File: config.mk
export PLATFORM = sky130hd
export DESIGN_NAME = cdf_ctrl
export DESIGN_NICKNAME = d
export VERILOG_FILES = /design/src/cdf_pkg.sv /design/src/cdf_ctrl.sv
export SDC_FILE = /design/constraint.sdc
export NUM_CORES = 1
export LEC_CHECK = 0
export BUFFER_PORTS_ARGS = -buffer_cell sky130_fd_sc_hd__buf_4
export CAP_MARGIN = 20
export CORE_AREA = 4 4 41 43
export DETAILED_ROUTE_END_ITERATION = 6
export DIE_AREA = 0 0 45 47
export PLACE_DENSITY_LB_ADDON = 0.1
export SYNTH_ARGS = -nofsm -noshare
export SYNTH_HDL_FRONTEND = slang
export SYNTH_SLANG_ARGS = --single-unit
File: constraint.sdc
create_clock -name clock -period 1.3 [get_ports clock]
set_input_delay 0.26 -clock clock [delete_from_list [all_inputs] [get_ports clock]]
set_output_delay 0.26 -clock clock [all_outputs]
set_load 0.01 [all_outputs]
File: src/cdf_pkg.sv
`timescale 1ns / 1ps
package cdf_pkg;

   // Operation codes carried on the request channel
   localparam logic [1:0] OP_WRITE_WEIGHT     = 2'd0;
   localparam logic [1:0] OP_WRITE_BIAS       = 2'd1;
   localparam logic [1:0] OP_WRITE_ACTIVATION = 2'd2;
   localparam logic [1:0] OP_COMPUTE          = 2'd3;

   // Configuration register indexes
   localparam int CSR_INDEX_WIDTH = 3;
   localparam int CSR_DATA_WIDTH  = 7;

   localparam logic [CSR_INDEX_WIDTH-1:0] CSR_INPUT_CHANNELS  = 3'd0;
   localparam logic [CSR_INDEX_WIDTH-1:0] CSR_OUTPUT_CHANNELS = 3'd1;
   localparam logic [CSR_INDEX_WIDTH-1:0] CSR_KERNEL_SIDE     = 3'd2;
   localparam logic [CSR_INDEX_WIDTH-1:0] CSR_STRIDE_STEP     = 3'd3;
   localparam logic [CSR_INDEX_WIDTH-1:0] CSR_PAD_AMOUNT      = 3'd4;
   localparam logic [CSR_INDEX_WIDTH-1:0] CSR_IMAGE_HEIGHT    = 3'd5;
   localparam logic [CSR_INDEX_WIDTH-1:0] CSR_IMAGE_WIDTH     = 3'd6;

   typedef struct packed {
      logic [1:0]         operation;
      logic [15:0]        store_index;
      logic signed [15:0] sample_value;
      logic signed [31:0] bias_value;
      logic [3:0]         target_channel;
      logic [5:0]         target_row;
      logic [5:0]         target_col;
   } req_type;

   typedef struct packed {
      logic signed [47:0] conv_result;
      logic               status;
   } rsp_type;

   typedef struct packed {
      logic [4:0] input_channel_count;
      logic [4:0] output_channel_count;
      logic [2:0] kernel_side;
      logic [2:0] stride_step;
      logic [1:0] pad_amount;
      logic [6:0] image_height;
      logic [6:0] image_width;
   } cfg_type;

   localparam cfg_type CFG_RESET = '{
      input_channel_count:  5'd1,
      output_channel_count: 5'd1,
      kernel_side:          3'd3,
      stride_step:          3'd1,
      pad_amount:           2'd0,
      image_height:         7'd64,
      image_width:          7'd64
   };

   // Commands from the controller to the datapath
   typedef struct packed {
      logic take;      // request transfer this cycle
      logic setup1;    // geometry check, first products
      logic setup2;    // base addresses
      logic init;      // clear tap counters, load bias
      logic step;      // issue one tap
      logic out_load;  // capture result into output register
   } cmd_type;

   // Status from the datapath to the controller
   typedef struct packed {
      logic geom_ok;
      logic last_tap;
   } sts_type;

endpackage

File: src/cdf_ctrl.sv
`timescale 1ns / 1ps
module cdf_ctrl (
   input  logic             clock,
   input  logic             reset,
   input  logic             req_valid,
   output logic             req_ready,
   input  logic [1:0]       req_op,
   output logic             rsp_valid,
   input  logic             rsp_ready,
   input  cdf_pkg::sts_type sts,
   output cdf_pkg::cmd_type cmd
);
   import cdf_pkg::*;

   localparam logic [2:0] ST_IDLE   = 3'd0;
   localparam logic [2:0] ST_SETUP1 = 3'd1;
   localparam logic [2:0] ST_SETUP2 = 3'd2;
   localparam logic [2:0] ST_SETUP3 = 3'd3;
   localparam logic [2:0] ST_RUN    = 3'd4;
   localparam logic [2:0] ST_DRAIN1 = 3'd5;
   localparam logic [2:0] ST_DRAIN2 = 3'd6;
   localparam logic [2:0] ST_FINISH = 3'd7;

   logic [2:0] state_ff;
   logic [2:0] state_in;
   logic       rsp_valid_ff;
   logic       rsp_valid_in;
   logic       take;
   logic       slot_free;

   assign req_ready = (state_ff == ST_IDLE);
   assign take      = req_valid && req_ready;
   assign slot_free = !rsp_valid_ff || rsp_ready;

   // Sequence one compute: setup, tap loop, drain, result; a rejected request goes from setup to result
   always_comb begin
      state_in     = state_ff;
      rsp_valid_in = rsp_valid_ff && !rsp_ready;
      cmd          = '0;
      cmd.take     = take;
      case (state_ff)
         ST_IDLE: begin
            if (take && req_op == OP_COMPUTE) begin
               state_in = ST_SETUP1;
            end
         end
         ST_SETUP1: begin
            cmd.setup1 = 1'b1;
            state_in   = ST_SETUP2;
         end
         ST_SETUP2: begin
            cmd.setup2 = 1'b1;
            state_in   = sts.geom_ok ? ST_SETUP3 : ST_FINISH;
         end
         ST_SETUP3: begin
            cmd.init = 1'b1;
            state_in = ST_RUN;
         end
         ST_RUN: begin
            cmd.step = 1'b1;
            if (sts.last_tap) begin
               state_in = ST_DRAIN1;
            end
         end
         ST_DRAIN1: state_in = ST_DRAIN2;
         ST_DRAIN2: state_in = ST_FINISH;
         ST_FINISH: begin
            if (slot_free) begin
               cmd.out_load = 1'b1;
               rsp_valid_in = 1'b1;
               state_in     = ST_IDLE;
            end
         end
         default: state_in = ST_IDLE;
      endcase
   end

   always_ff @(posedge clock) begin
      if (reset) begin
         state_ff     <= ST_IDLE;
         rsp_valid_ff <= 1'b0;
      end else begin
         state_ff     <= state_in;
         rsp_valid_ff <= rsp_valid_in;
      end
   end

   assign rsp_valid = rsp_valid_ff;

   a_rsp_from_finish: assert property (@(posedge clock) disable iff (reset)
      $rose(rsp_valid_ff) |-> $past(state_ff) == ST_FINISH)
      else $error("result raised outside finish");

   a_compute_starts: assert property (@(posedge clock) disable iff (reset)
      (take && req_op == OP_COMPUTE) |=> state_ff == ST_SETUP1)
      else $error("compute transfer did not start setup");

   a_finish_holds: assert property (@(posedge clock) disable iff (reset)
      (state_ff == ST_FINISH && rsp_valid_ff && !rsp_ready) |=> state_ff == ST_FINISH)
      else $error("result overwritten while output stalled");

endmodule

==> impl_metrics.yaml <==
critical_path:
  worstSetupStartpointType: "flip-flop"
  crit_slowest_cell: "dfxtp_4"
  arrival_ps: 1220
  critPathRequiredTime_ps: 1040
  criticalPathCategory: "reg -> out"
  worstSetupEndpointType: "primary output"
  slowest_delay_ps: 390
  cp_max_fo: 4
  crit_chain: "inv_4, ha_4, nor2b_4, and2_4, buf_6"
cells_and_area:
  drive_gt1_share_pct: 66.7
  diodes: 0
  fin_area_sq_um: 676
  final_nets: 79
  syn_to_final_growth_pct: 110
  final_cells: 81
timing:
  timing.fmax_mhz: 675
  min_period_ps: 1480
  period_share_pct: 114
  rsz0062_at_grt: "yes"
  fin_ws_ps: -181
  slew_headroom_pct: 77.7
  worst_slew_pin_slew_ps: 334
  slew_viol_final: 0
  hold_viol: 0
  finalSetupViolations: 10
  whs_ps: 206
  skew_ps: 2.06
  tns_ps: -1470
synth:
  synth_area_leaders: "dfxtp_1 (25%), ha_1 (16%), nor2b_1 (9.7%), mux2i_1 (6.2%), and2_1 (5.8%)"
  synth_xor_area_share_pct: 0
  syn-cell-area_sq_um: 322
  synth-edff-count: 0
  syn_avg_cell_area_sq_um: 8.46
  synth_top_area_share_pct: 24.9
  syn_inst: 38
  synthAdderAreaFrac_pct: 15.6
  synth_compound_area_share_pct: 14.0
  synth_top_family_by_area: "simple AND/OR/NAND/NOR gates"
  synthFlopType: "dfxtp_1"
  yosysMostFrequentCell: "nor2b_1"
  ys_async_sr_fraction_pct: 0
  synthSimpleGateAreaFrac_pct: 32.3
  synthMuxAreaShare_pct: 6.23
  syn-num-nets: 50
  synth_cell_type_count: 18
  yosysSeqAreaShare_pct: 24.9
  ys_ff_latch: 4
  synthTopCellsByCount: "nor2b_1 (5), dfxtp_1 (4), ha_1 (4), inv_1 (4)"
  synth_warnings: 0
  synth_largest_area_cell: "dfxtp_1"
global_routing:
  antenna_found_initial: 0
  grt_overflow: 0
  grt_max_degree: 7
  grt_pass1_wl_mm: 1.52
  globalRouteTotalUtil_pct: 10.5
  grt_pass1_vias: 372
placed_design:
  place_area_sq_um: 515
  place_hpwl_um: 728
  port_buffers: 15
  place_congestion: 0.759
  pre_cts_ws_ps: -100
  place_inst: 71
power_and_ir_drop:
  irDropWorstVdd_mv: 0.966
  power-per-cell-area_mw_per_mm2: 1660
  p_leak_uw: 0.000309
routing:
  dr.pass1.iters: 2
  route.detailed.drc: 0
  num_vias: 375
  finalWirelength_um: 979
  post_drt_via_cell_ratio: 4.63
  drt_iter0_markers: 1
  wire_per_inst_um: 12.1
  ant_nets: 0
floorplan:
  fp.dieArea_sq_mm: 0.00212
  dieHeight_um: 47
  initial_core_util_pct: 24.7
  core_area_sq_mm: 0.00130
  die_w_um: 45
  std_cell_rows: 13
  num_io_pins: 16
cts:
  clockRootBuffer: "clkbuf_4"
  cts.sink_count: 4
  clock_path_buffers: 2
  path_clk_slew_ps: 40
  cts_tree: "done"
  htreeDepth: 1
  postCtsHoldBufs: 0
  cts_made_buffers: 3
  clock_latency_ps: 230
min_path:
  hold_class: "in -> reg"
run:
  drv_cap: 0
outcome:
  status: "complete, but fails checks"
  violations: "setup timing"
timing repair:
action                     4_1_cts  5_1_grt
setup endpoints to repair       10       10
pin swaps                        3        2
buffers inserted                 1        5
gates resized for setup         14        7
per-layer routing:
layer	up-vias	GRT usage [%]	wire length, um
li1	186	-	-
met1	174	9.11	332
met2	13	19.2	557
met3	2	6.13	67
met4	0	5.26	21
met5	-	0	0
report_power, final:
| group | internal [uW] | switching, uW | total, uW |
|---|---|---|---|
| registers | 165 | 65.7 | 231 |
| logic | 449 | 275 | 724 |
| clock network | 115 | 53.7 | 169 |
| total | 730 | 394 | 1120 |
kinds of logic after synthesis:
logic type,after synthesis
AND/OR/NAND/NOR,18
AO/OA/AOI/OAI,5
buffers and inverters,5
adder cells (fa/ha/maj),4
flip-flops,4
multiplexers,2
path summary, 6_finish.rpt:
check                                  from     endpoint  slack (ps)  depth (start not counted)
worst max-delay path            state_ff[0]       cmd[5]        -180                          5
worst min-delay path                  reset    rsp_valid         210                          2
worst max register to register  state_ff[0]  state_ff[2]        -170                          5
worst min register to register  state_ff[1]  state_ff[1]         520                          2
critical path, delay by kind of cell, from the launching register on:
kind | cells | cell delay, ps
flip-flops | 1 | 390
buffers and inverters | 2 | 170
adder cells (fa/ha/maj) | 1 | 160
AND/OR/NAND/NOR | 2 | 270
layout make-up:
type / instances / area [sq um]
timing repair buffer: 25 / 214
tap: 15 / 18.8
multi-input combinational: 29 / 309
clock buffer: 4 / 26.3
inverter: 4 / 20.0
fill: 134 / 626
sequential: 4 / 87.6
cells in the final DEF, fill, tap and decap left out, drive strengths merged, types with 2 or more instances in the layout:
master,synthesis,routed
nor2,3,3
mux2i,2,2
nand2,3,3
buf,1,25
dfxtp,4,4
nor2b,5,5
inv,4,4
and2,3,3
ha,4,4
clkbuf,0,4
flip-flops by register name, summed over array words and instances (netlist names):
| register | count |
|---|---|
| rsp_valid | 1 |
| state_ff | 3 |
per-stage QoR:
stage	util (%)	total power (uW)
after detailed placement	39.6	720
after global placement	39.6	707
final	51.9	1120
after global routing	51.9	1230
after floorplan	-	526
after CTS	46.6	1030
No activity file was read; power rests on OpenSTA's default activity.
